`config.mk`:
```
export PLATFORM = sky130hd
export DESIGN_NAME = base64_stream_decoder_core_flat
export DESIGN_NICKNAME = d
export VERILOG_FILES = /design/src/hw/rtl/b64d_pkg.sv /design/src/hw/rtl/b64d_if.sv /design/src/hw/rtl/b64d_front.sv /design/src/hw/rtl/b64d_fifo.sv /design/src/hw/rtl/b64d_back.sv /design/src/hw/rtl/base64_stream_decoder_core.sv /design/src/flat_wrapper.sv
export SDC_FILE = /design/constraint.sdc
export NUM_CORES = 1
export LEC_CHECK = 0
export BUFFER_PORTS_ARGS = -buffer_cell sky130_fd_sc_hd__clkbuf_2
export CORE_ASPECT_RATIO = 1.75
export CORE_MARGIN = 2
export CORE_UTILIZATION = 36
export CTS_CLUSTER_DIAMETER = 80
export CTS_CLUSTER_SIZE = 10
export DETAILED_ROUTE_END_ITERATION = 12
export SYNTH_ARGS = -nofsm -noshare
export SYNTH_HDL_FRONTEND = slang
export SYNTH_SLANG_ARGS = --single-unit
```
`constraint.sdc`:
```
create_clock -name clk_i -period 6.9 [get_ports clk_i]
set_clock_uncertainty 0.15 [all_clocks]
set_input_delay 1.38 -clock clk_i [delete_from_list [all_inputs] [get_ports clk_i]]
set_output_delay 1.38 -clock clk_i [all_outputs]
set_load 0.03 [all_outputs]
```
`src/hw/rtl/b64d_pkg.sv`:
```
// Shared types and constants for the Base64 stream decoder.
package b64d_pkg;

  localparam int unsigned FifoDepth = 4;
  localparam int unsigned FifoAw    = $clog2(FifoDepth);

  localparam logic [7:0] CharSpace   = 8'h20;
  localparam logic [7:0] CharNewline = 8'h0A;
  localparam logic [7:0] CharPlus    = 8'h2B;
  localparam logic [7:0] CharSlash   = 8'h2F;
  localparam logic [7:0] CharPad     = 8'h3D;

  typedef enum logic [1:0] {
    StatusOk      = 2'd0,
    StatusInvalid = 2'd1,
    StatusLength  = 2'd2,
    StatusPadding = 2'd3
  } status_e;

  // One job for the back end: up to three decoded bytes, then an optional
  // closing word that carries the message status.
  typedef struct packed {
    logic [23:0] bytes;
    logic [1:0]  nbytes;
    logic        close;
    status_e     status;
  } job_t;

endpackage

```
`src/hw/rtl/b64d_if.sv`:
```
// Valid/ready stream interfaces for the text input and the decoded output.
interface b64d_in_if;
  logic       valid;
  logic       ready;
  logic [7:0] text_char;
  logic       final_char;

  modport source (output valid, output text_char, output final_char, input ready);
  modport sink   (input valid, input text_char, input final_char, output ready);
endinterface

interface b64d_out_if;
  logic       valid;
  logic       ready;
  logic [7:0] data_byte;
  logic       byte_valid;
  logic       message_end;
  logic [1:0] status;

  modport source (output valid, output data_byte, output byte_valid,
                  output message_end, output status, input ready);
  modport sink   (input valid, input data_byte, input byte_valid,
                  input message_end, input status, output ready);
endinterface

```
`src/hw/rtl/b64d_front.sv`:
```
// Front end: classifies characters, assembles groups and emits jobs.
module b64d_front (
  input  logic             clk_i,
  input  logic             rst_ni,
  input  logic             valid_i,
  input  logic [7:0]       text_char_i,
  input  logic             final_char_i,
  input  logic             fifo_full_i,
  output logic             ready_o,
  output logic             push_o,
  output b64d_pkg::job_t   job_o
);
  import b64d_pkg::*;

  logic [17:0] sextet_q, sextet_d;
  logic [1:0]  pos_q, pos_d;
  logic        pad_q, pad_d;
  status_e     err_q, err_d;

  logic        accept;
  logic        is_ws;
  logic        is_pad;
  logic        char_ok;
  logic [5:0]  char_val;
  logic [5:0]  sextet;
  logic [23:0] full_group;
  logic [1:0]  nbytes;
  status_e     close_status;

  always_comb begin
    char_ok  = 1'b1;
    char_val = '0;
    if (text_char_i inside {[8'h41:8'h5A]}) begin
      char_val = 6'(text_char_i - 8'h41);
    end else if (text_char_i inside {[8'h61:8'h7A]}) begin
      char_val = 6'(text_char_i - 8'h61 + 8'd26);
    end else if (text_char_i inside {[8'h30:8'h39]}) begin
      char_val = 6'(text_char_i - 8'h30 + 8'd52);
    end else if (text_char_i == CharPlus) begin
      char_val = 6'd62;
    end else if (text_char_i == CharSlash) begin
      char_val = 6'd63;
    end else begin
      char_ok = 1'b0;
    end
  end

  assign ready_o    = !fifo_full_i;
  assign accept     = valid_i && ready_o;
  assign is_ws      = (text_char_i == CharSpace) || (text_char_i == CharNewline);
  assign is_pad     = (text_char_i == CharPad);
  assign sextet     = (is_pad || pad_q) ? 6'd0 : char_val;
  assign full_group = {sextet_q, sextet};

  always_comb begin
    sextet_d     = sextet_q;
    pos_d        = pos_q;
    pad_d        = pad_q;
    err_d        = err_q;
    nbytes       = 2'd0;
    close_status = StatusOk;

    if (accept) begin
      if (!is_ws && err_q == StatusOk) begin
        if (!is_pad && !char_ok) begin
          err_d = StatusInvalid;
        end else if (pos_q == 2'd0) begin
          // A group may not open with padding or follow a padded group.
          if (is_pad || pad_q) begin
            err_d = StatusPadding;
          end else begin
            sextet_d = {12'd0, char_val};
            pos_d    = 2'd1;
          end
        end else if (pos_q != 2'd3) begin
          sextet_d = {sextet_q[11:0], sextet};
          if (is_pad) pad_d = 1'b1;
          pos_d = pos_q + 2'd1;
        end else begin
          if (pad_q) begin
            nbytes = 2'd1;
          end else if (is_pad) begin
            nbytes = 2'd2;
          end else begin
            nbytes = 2'd3;
          end
          if (is_pad) pad_d = 1'b1;
          sextet_d = '0;
          pos_d    = 2'd0;
        end
      end

      if (final_char_i) begin
        close_status = (err_d == StatusOk && pos_d != 2'd0) ? StatusLength : err_d;
        sextet_d = '0;
        pos_d    = 2'd0;
        pad_d    = 1'b0;
        err_d    = StatusOk;
      end
    end
  end

  assign push_o       = accept && (nbytes != 2'd0 || final_char_i);
  assign job_o.bytes  = full_group;
  assign job_o.nbytes = nbytes;
  assign job_o.close  = final_char_i;
  assign job_o.status = close_status;

  always_ff @(posedge clk_i or negedge rst_ni) begin
    if (!rst_ni) begin
      sextet_q <= '0;
      pos_q    <= 2'd0;
      pad_q    <= 1'b0;
      err_q    <= StatusOk;
    end else begin
      sextet_q <= sextet_d;
      pos_q    <= pos_d;
      pad_q    <= pad_d;
      err_q    <= err_d;
    end
  end

endmodule

```
`src/hw/rtl/b64d_fifo.sv`:
```
// Short job queue between the front end and the back end.
module b64d_fifo (
  input  logic           clk_i,
  input  logic           rst_ni,
  input  logic           push_i,
  input  b64d_pkg::job_t data_i,
  input  logic           pop_i,
  output b64d_pkg::job_t data_o,
  output logic           full_o,
  output logic           empty_o
);
  import b64d_pkg::*;

  job_t                mem_q [FifoDepth];
  logic [FifoAw-1:0]   wr_ptr_q;
  logic [FifoAw-1:0]   rd_ptr_q;
  logic [FifoAw:0]     count_q;

  assign full_o  = (count_q == (FifoAw+1)'(FifoDepth));
  assign empty_o = (count_q == '0);
  assign data_o  = mem_q[rd_ptr_q];

  always_ff @(posedge clk_i) begin
    if (push_i) mem_q[wr_ptr_q] <= data_i;
  end

  always_ff @(posedge clk_i or negedge rst_ni) begin
    if (!rst_ni) begin
      wr_ptr_q <= '0;
      rd_ptr_q <= '0;
      count_q  <= '0;
    end else begin
      if (push_i) wr_ptr_q <= wr_ptr_q + 1'b1;
      if (pop_i)  rd_ptr_q <= rd_ptr_q + 1'b1;
      if (push_i && !pop_i) begin
        count_q <= count_q + 1'b1;
      end else if (pop_i && !push_i) begin
        count_q <= count_q - 1'b1;
      end
    end
  end

endmodule

```
`src/hw/rtl/b64d_back.sv`:
```
// Back end: plays out each job as byte words and, if the job closes a message, a closing word.
module b64d_back (
  input  logic           clk_i,
  input  logic           rst_ni,
  input  b64d_pkg::job_t job_i,
  input  logic           fifo_empty_i,
  output logic           pop_o,
  output logic           valid_o,
  input  logic           ready_i,
  output logic [7:0]     data_byte_o,
  output logic           byte_valid_o,
  output logic           message_end_o,
  output logic [1:0]     status_o
);
  import b64d_pkg::*;

  job_t       cur_q;
  logic       busy_q;
  logic [1:0] idx_q;
  logic [2:0] total;
  logic       last;
  logic       out_accept;
  logic       is_byte;
  logic [7:0] sel_byte;

  assign total      = {1'b0, cur_q.nbytes} + {2'b0, cur_q.close};
  assign last       = ({1'b0, idx_q} + 3'd1) == total;
  assign out_accept = busy_q && ready_i;
  assign pop_o      = !fifo_empty_i && (!busy_q || (out_accept && last));
  assign is_byte    = idx_q < cur_q.nbytes;

  always_comb begin
    case (idx_q)
      2'd0:    sel_byte = cur_q.bytes[23:16];
      2'd1:    sel_byte = cur_q.bytes[15:8];
      default: sel_byte = cur_q.bytes[7:0];
    endcase
  end

  assign valid_o       = busy_q;
  assign data_byte_o   = is_byte ? sel_byte : 8'd0;
  assign byte_valid_o  = is_byte;
  assign message_end_o = !is_byte;
  assign status_o      = is_byte ? StatusOk : cur_q.status;

  always_ff @(posedge clk_i) begin
    if (pop_o) cur_q <= job_i;
  end

  always_ff @(posedge clk_i or negedge rst_ni) begin
    if (!rst_ni) begin
      busy_q <= 1'b0;
      idx_q  <= 2'd0;
    end else if (pop_o) begin
      busy_q <= 1'b1;
      idx_q  <= 2'd0;
    end else if (out_accept) begin
      if (last) begin
        busy_q <= 1'b0;
      end else begin
        idx_q <= idx_q + 2'd1;
      end
    end
  end

endmodule

```
`src/hw/rtl/base64_stream_decoder_core.sv`:
```
// Base64 stream decoder: one character accepted per cycle when the queue has room.
// A completed group goes through the job queue and the back end's job register before
// its first byte shows; a job emits one word per cycle while ready, up to four words.
// Throughput: one character per cycle, limited by output backpressure and the
// four-entry job queue. Reset clears group state, queue and output control.
module base64_stream_decoder_core (
  input  logic       clk_i,
  input  logic       rst_ni,
  b64d_in_if.sink    in_i,
  b64d_out_if.source out_o
);
  import b64d_pkg::*;

  job_t push_job;
  job_t head_job;
  logic push;
  logic pop;
  logic full;
  logic empty;

  b64d_front u_front (
    .clk_i        (clk_i),
    .rst_ni       (rst_ni),
    .valid_i      (in_i.valid),
    .text_char_i  (in_i.text_char),
    .final_char_i (in_i.final_char),
    .fifo_full_i  (full),
    .ready_o      (in_i.ready),
    .push_o       (push),
    .job_o        (push_job)
  );

  b64d_fifo u_fifo (
    .clk_i   (clk_i),
    .rst_ni  (rst_ni),
    .push_i  (push),
    .data_i  (push_job),
    .pop_i   (pop),
    .data_o  (head_job),
    .full_o  (full),
    .empty_o (empty)
  );

  b64d_back u_back (
    .clk_i         (clk_i),
    .rst_ni        (rst_ni),
    .job_i         (head_job),
    .fifo_empty_i  (empty),
    .pop_o         (pop),
    .valid_o       (out_o.valid),
    .ready_i       (out_o.ready),
    .data_byte_o   (out_o.data_byte),
    .byte_valid_o  (out_o.byte_valid),
    .message_end_o (out_o.message_end),
    .status_o      (out_o.status)
  );

endmodule
```
`src/flat_wrapper.sv`:
```
// flat-port wrapper written by rule: the top's interface ports become plain ports
module base64_stream_decoder_core_flat import b64d_pkg::*;
  (clk_i, rst_ni, in_i_valid, in_i_text_char, in_i_final_char, in_i_ready, out_o_valid, out_o_data_byte, out_o_byte_valid, out_o_message_end, out_o_status, out_o_ready);
  b64d_in_if in_i_i ();
  b64d_out_if out_o_i ();
  input  logic clk_i;
  input  logic rst_ni;
  input wire logic [$bits(in_i_i.valid)-1:0] in_i_valid;
  input wire logic [$bits(in_i_i.text_char)-1:0] in_i_text_char;
  input wire logic [$bits(in_i_i.final_char)-1:0] in_i_final_char;
  output wire logic [$bits(in_i_i.ready)-1:0] in_i_ready;
  output wire logic [$bits(out_o_i.valid)-1:0] out_o_valid;
  output wire logic [$bits(out_o_i.data_byte)-1:0] out_o_data_byte;
  output wire logic [$bits(out_o_i.byte_valid)-1:0] out_o_byte_valid;
  output wire logic [$bits(out_o_i.message_end)-1:0] out_o_message_end;
  output wire logic [$bits(out_o_i.status)-1:0] out_o_status;
  input wire logic [$bits(out_o_i.ready)-1:0] out_o_ready;
  assign in_i_i.valid = in_i_valid;
  assign in_i_i.text_char = in_i_text_char;
  assign in_i_i.final_char = in_i_final_char;
  assign in_i_ready = in_i_i.ready;
  assign out_o_valid = out_o_i.valid;
  assign out_o_data_byte = out_o_i.data_byte;
  assign out_o_byte_valid = out_o_i.byte_valid;
  assign out_o_message_end = out_o_i.message_end;
  assign out_o_status = out_o_i.status;
  assign out_o_i.ready = out_o_ready;
  base64_stream_decoder_core u_core (.clk_i(clk_i), .rst_ni(rst_ni), .in_i(in_i_i), .out_o(out_o_i));
endmodule
```
==> metrics.txt <==
status complete, no violations; number of clock sinks 178; placed cell area 0.007984 mm2; final critical-path setup slack 2.500 ns; maximum number of buffers from clock root to sink 2; combined area of all synthesized cells 0.007547 mm2; number of max-slew violations in the final report 0; number of iterations in the first detailed-routing pass 5; Critical R2R Capture u_core.u_fifo.count_q[1]$_DFFE_PN0P_; simple-gate area share of the yosys netlist 0.07444; Cell variety after synth 55; cell with the biggest individual delay on the critical path sky130_fd_sc_hd__fa_1; combinational family with the most area after synthesis multiplexers; Detailed Place HPWL 9694 um; Mapped Avg Cell Area 15.47 um2; Hold Crit Class reg2reg; Core ar. 0.02076 mm2; mean routed wirelength per cell 18.20 um; compound-cell area share of the yosys netlist 0.07261; Clock transition at path regs 0.06 ns; Top Ports 27; wire length of the first global-routing pass 23260 um; worst-path cell chain clkbuf_2 > inv_1 > ha_1 > nor2b_1 > o211a_1 > or3b_1 > nand3_1 > nand3_1 > a21oi_2 > ha_1 > inv_1 > fa_1 > xor2_1 > nor2_1 > xor2_1; post-synthesis cell type with the largest combined area sky130_fd_sc_hd__edfxtp_1; total area of sequential cells 0.005181 mm2; number of port buffers 26; power density over the cells 403.2 mW/mm2; average via count per standard cell 5.220; transition at the pin with the smallest max-transition slack 1.276 ns; maximum number of pins on one net before global-route repair 34; MaxCap Viol Count 0; depth of the worst register-to-register path 12; Starting Density 0.3636; share of layout cells above drive strength 1 0.1922; maximum cell stage delay along the critical path 0.44 ns; critical path data required time 7.09 ns; Sum Neg Setup Slack 0 ns; Site Rows 70; Setup crit end kind register; crit-path leading delay family simple AND/OR/NAND/NOR gates; maximum fanout along the worst path 9; min cycle time layout 4.400 ns; # diodes 0; Starting DRT DRC Count 233; share of synthesized flip-flops with an asynchronous set or reset 0.1854; RSZ-0062 raised after global routing false; total area of multi-input combinational cells 0.002226 mm2; hold path endpoint u_core.u_fifo.count_q[2]$_DFFE_PN0P_; grt ovf 0; setup fix buffers added after clock tree synthesis 0; share of the synthesized netlist area taken by xor and xnor gates 0.01160; adder-cell share of the synthesized area 0.04244; GRT Overall Usage 0.1381; via count of the first global-routing pass 4316; flop-to-flop setup slack 3.61 ns; Max-Slew Margin vs Limit 0.1414; EDFF count, synth 145; net count after synthesis 526; predominant post-synthesis flop cell sky130_fd_sc_hd__edfxtp_1; final core utilization 0.4105; number of endpoints failing setup at the final stage 0; Chip Height 195.5 um; gate count after technology mapping 488; Critical R2R Launch u_core.u_back.idx_q[0]$_DFFE_PN0P_; initial antenna violation count 0; clk_lat worst skew 0.42 ns; Cells on Worst Hold Path 1; Peak supply drop 0.1815 mV; Area Growth Syn to Fin 12.91%; nets@finish 561; number of levels in the clock H-tree 4; most common library cell in the layout ignoring fill and taps sky130_fd_sc_hd__edfxtp_1; placed instance count 756; clock root buffer sky130_fd_sc_hd__clkbuf_16; layout filler cell count 1853; share of synthesized area occupied by flip-flops and latches 0.6863; Antenna Violating Nets Remaining 0; die footprint 0.02218 mm2; worst endpoint data arrival time 4.59 ns; startpoint of the tightest hold check path u_core.u_fifo.count_q[2]$_DFFE_PN0P_; hold slack 0.3603 ns; final non-filler cell area 0.008522 mm2; number of storage elements in the synthesis netlist 178; die width 113.5 um; Hold Buf Count CTS 0; number of instances resized during post-cts repair 0; proportion of netlist area held by the largest area contributor 0.5769; dpl ws 2.075 ns; critical path buffer and inverter count 3; TritonCTS clock tree done; Num CTS Buffers 17; fraction of the cycle the final worst path needs 0.6376; critical path type in2reg; RePlAce Congestion 0.8013; via count of the routed design 4113; synth top area cells sky130_fd_sc_hd__edfxtp_1 58%, sky130_fd_sc_hd__dfrtp_1 11%, sky130_fd_sc_hd__mux4_2 8.7%; Achievable Freq 0.2273 GHz; DRC Markers 0; number of warnings reported in the yosys synthesis log 0; post-route insts no fill 788; share of synthesized area spent on multiplexers 0.09234; count of endpoints failing hold in the final timing report 0; most frequent cells in the layout 145 x sky130_fd_sc_hd__edfxtp_1, 55 x sky130_fd_sc_hd__nand2_1, 32 x sky130_fd_sc_hd__dfrtp_1; wirelength, routed 14340 um; sum of internal, switching and leakage power 3.436 mW; static power due to leakage 3.096 nW; element type at the critical path start input pin
## final cells by class
cell class | instances | share of cell area
Clock buffer | 19 | 0.05080
Sequential cell | 178 | 0.6080
Inverter | 25 | 0.01101
Clock inverter | 13 | 0.01233
Timing Repair Buffer | 31 | 0.01967
Tap cell | 252 | 0.03700
Multi-Input combinational cell | 270 | 0.2612
## power breakdown
group          internal (mW)  total, mW  switching, mW
clock network          0.467      0.870          0.403
registers               1.43       1.52         0.0848
logic                  0.392       1.05          0.655
## kinds of logic (layout without fill, tap and decap cells)
family          Yosys count  count (layout)
flops                   178             178
simple gates            119             119
compound gates           83              83
buf+inv                  40              88
mux                      33              33
fa+ha+maj                25              25
xor+xnor                 10              10
## flip-flops by register name, summed over array words and instances (netlist names)
| name | count |
|---|---|
| u_core.u_fifo.mem_q | 116 |
| u_core.u_back.cur_q | 29 |
| u_core.u_front.sextet_q | 18 |
| u_core.u_fifo.count_q | 3 |
| u_core.u_back.idx_q | 2 |
| u_core.u_fifo.rd_ptr_q | 2 |
| u_core.u_fifo.wr_ptr_q | 2 |
| u_core.u_front.err_q | 2 |
| u_core.u_front.pos_q | 2 |
| u_core.u_back.valid_o | 1 |
| u_core.u_front.pad_q | 1 |
## per-layer routing
metal,wire length [um],track usage,part of all wire,vias to the layer above
met5,0,0,0,-
met4,335,0.05872,0.023,0
met3,376,0.02483,0.026,25
met2,8197,0.2608,0.57,93
met1,5431,0.1481,0.38,2060
li1,-,-,-,1935
## cell usage after synthesis (2+ instances only)
cell type                   number
sky130_fd_sc_hd__o21ai_0        10
sky130_fd_sc_hd__buf_2           2
sky130_fd_sc_hd__o21ai_2         4
sky130_fd_sc_hd__and3_1          4
sky130_fd_sc_hd__nand4_1         2
sky130_fd_sc_hd__nor4_1          3
sky130_fd_sc_hd__a31oi_1         6
sky130_fd_sc_hd__dfrtp_1        33
sky130_fd_sc_hd__a22o_1          4
sky130_fd_sc_hd__nor2b_1         4
sky130_fd_sc_hd__o211a_1         2
sky130_fd_sc_hd__o21ai_1        13
sky130_fd_sc_hd__edfxtp_1      145
sky130_fd_sc_hd__nand2_1        55
sky130_fd_sc_hd__ha_1           24
sky130_fd_sc_hd__xor2_1          4
sky130_fd_sc_hd__a22oi_1         8
sky130_fd_sc_hd__nand3_1        12
sky130_fd_sc_hd__a21boi_0        2
sky130_fd_sc_hd__inv_1          24
sky130_fd_sc_hd__nor3_1          5
sky130_fd_sc_hd__xnor2_1         6
sky130_fd_sc_hd__mux4_2         29
sky130_fd_sc_hd__buf_1           4
sky130_fd_sc_hd__o21a_1          2
sky130_fd_sc_hd__nor2_1         17
sky130_fd_sc_hd__a21oi_1        15
sky130_fd_sc_hd__clkbuf_1        9
sky130_fd_sc_hd__nand2b_1        3
sky130_fd_sc_hd__a21o_1          3
sky130_fd_sc_hd__and2_1          6
sky130_fd_sc_hd__o31ai_1         3
sky130_fd_sc_hd__o2111ai_1       2
sky130_fd_sc_hd__mux2_1          2
## worst max path at each step
stage | cells after the start | startpoint | endpoint | slack (ns)
after floorplan | 8 | out_o_ready | u_core.u_fifo.count_q[1]$_DFFE_PN0P_ | 2.46
after global placement | 15 | in_i_text_char[1] | u_core.u_fifo.count_q[2]$_DFFE_PN0P_ | 2.23
after detailed placement | 15 | in_i_text_char[1] | u_core.u_fifo.count_q[2]$_DFFE_PN0P_ | 2.08
after CTS | 15 | in_i_text_char[0] | u_core.u_fifo.count_q[2]$_DFFE_PN0P_ | 2.51
after global routing | 15 | in_i_text_char[0] | u_core.u_fifo.count_q[2]$_DFFE_PN0P_ | 2.29
final | 15 | in_i_text_char[1] | u_core.u_fifo.count_q[2]$_DFFE_PN0P_ | 2.50
Note: power is estimated with default switching activity, not from simulation.
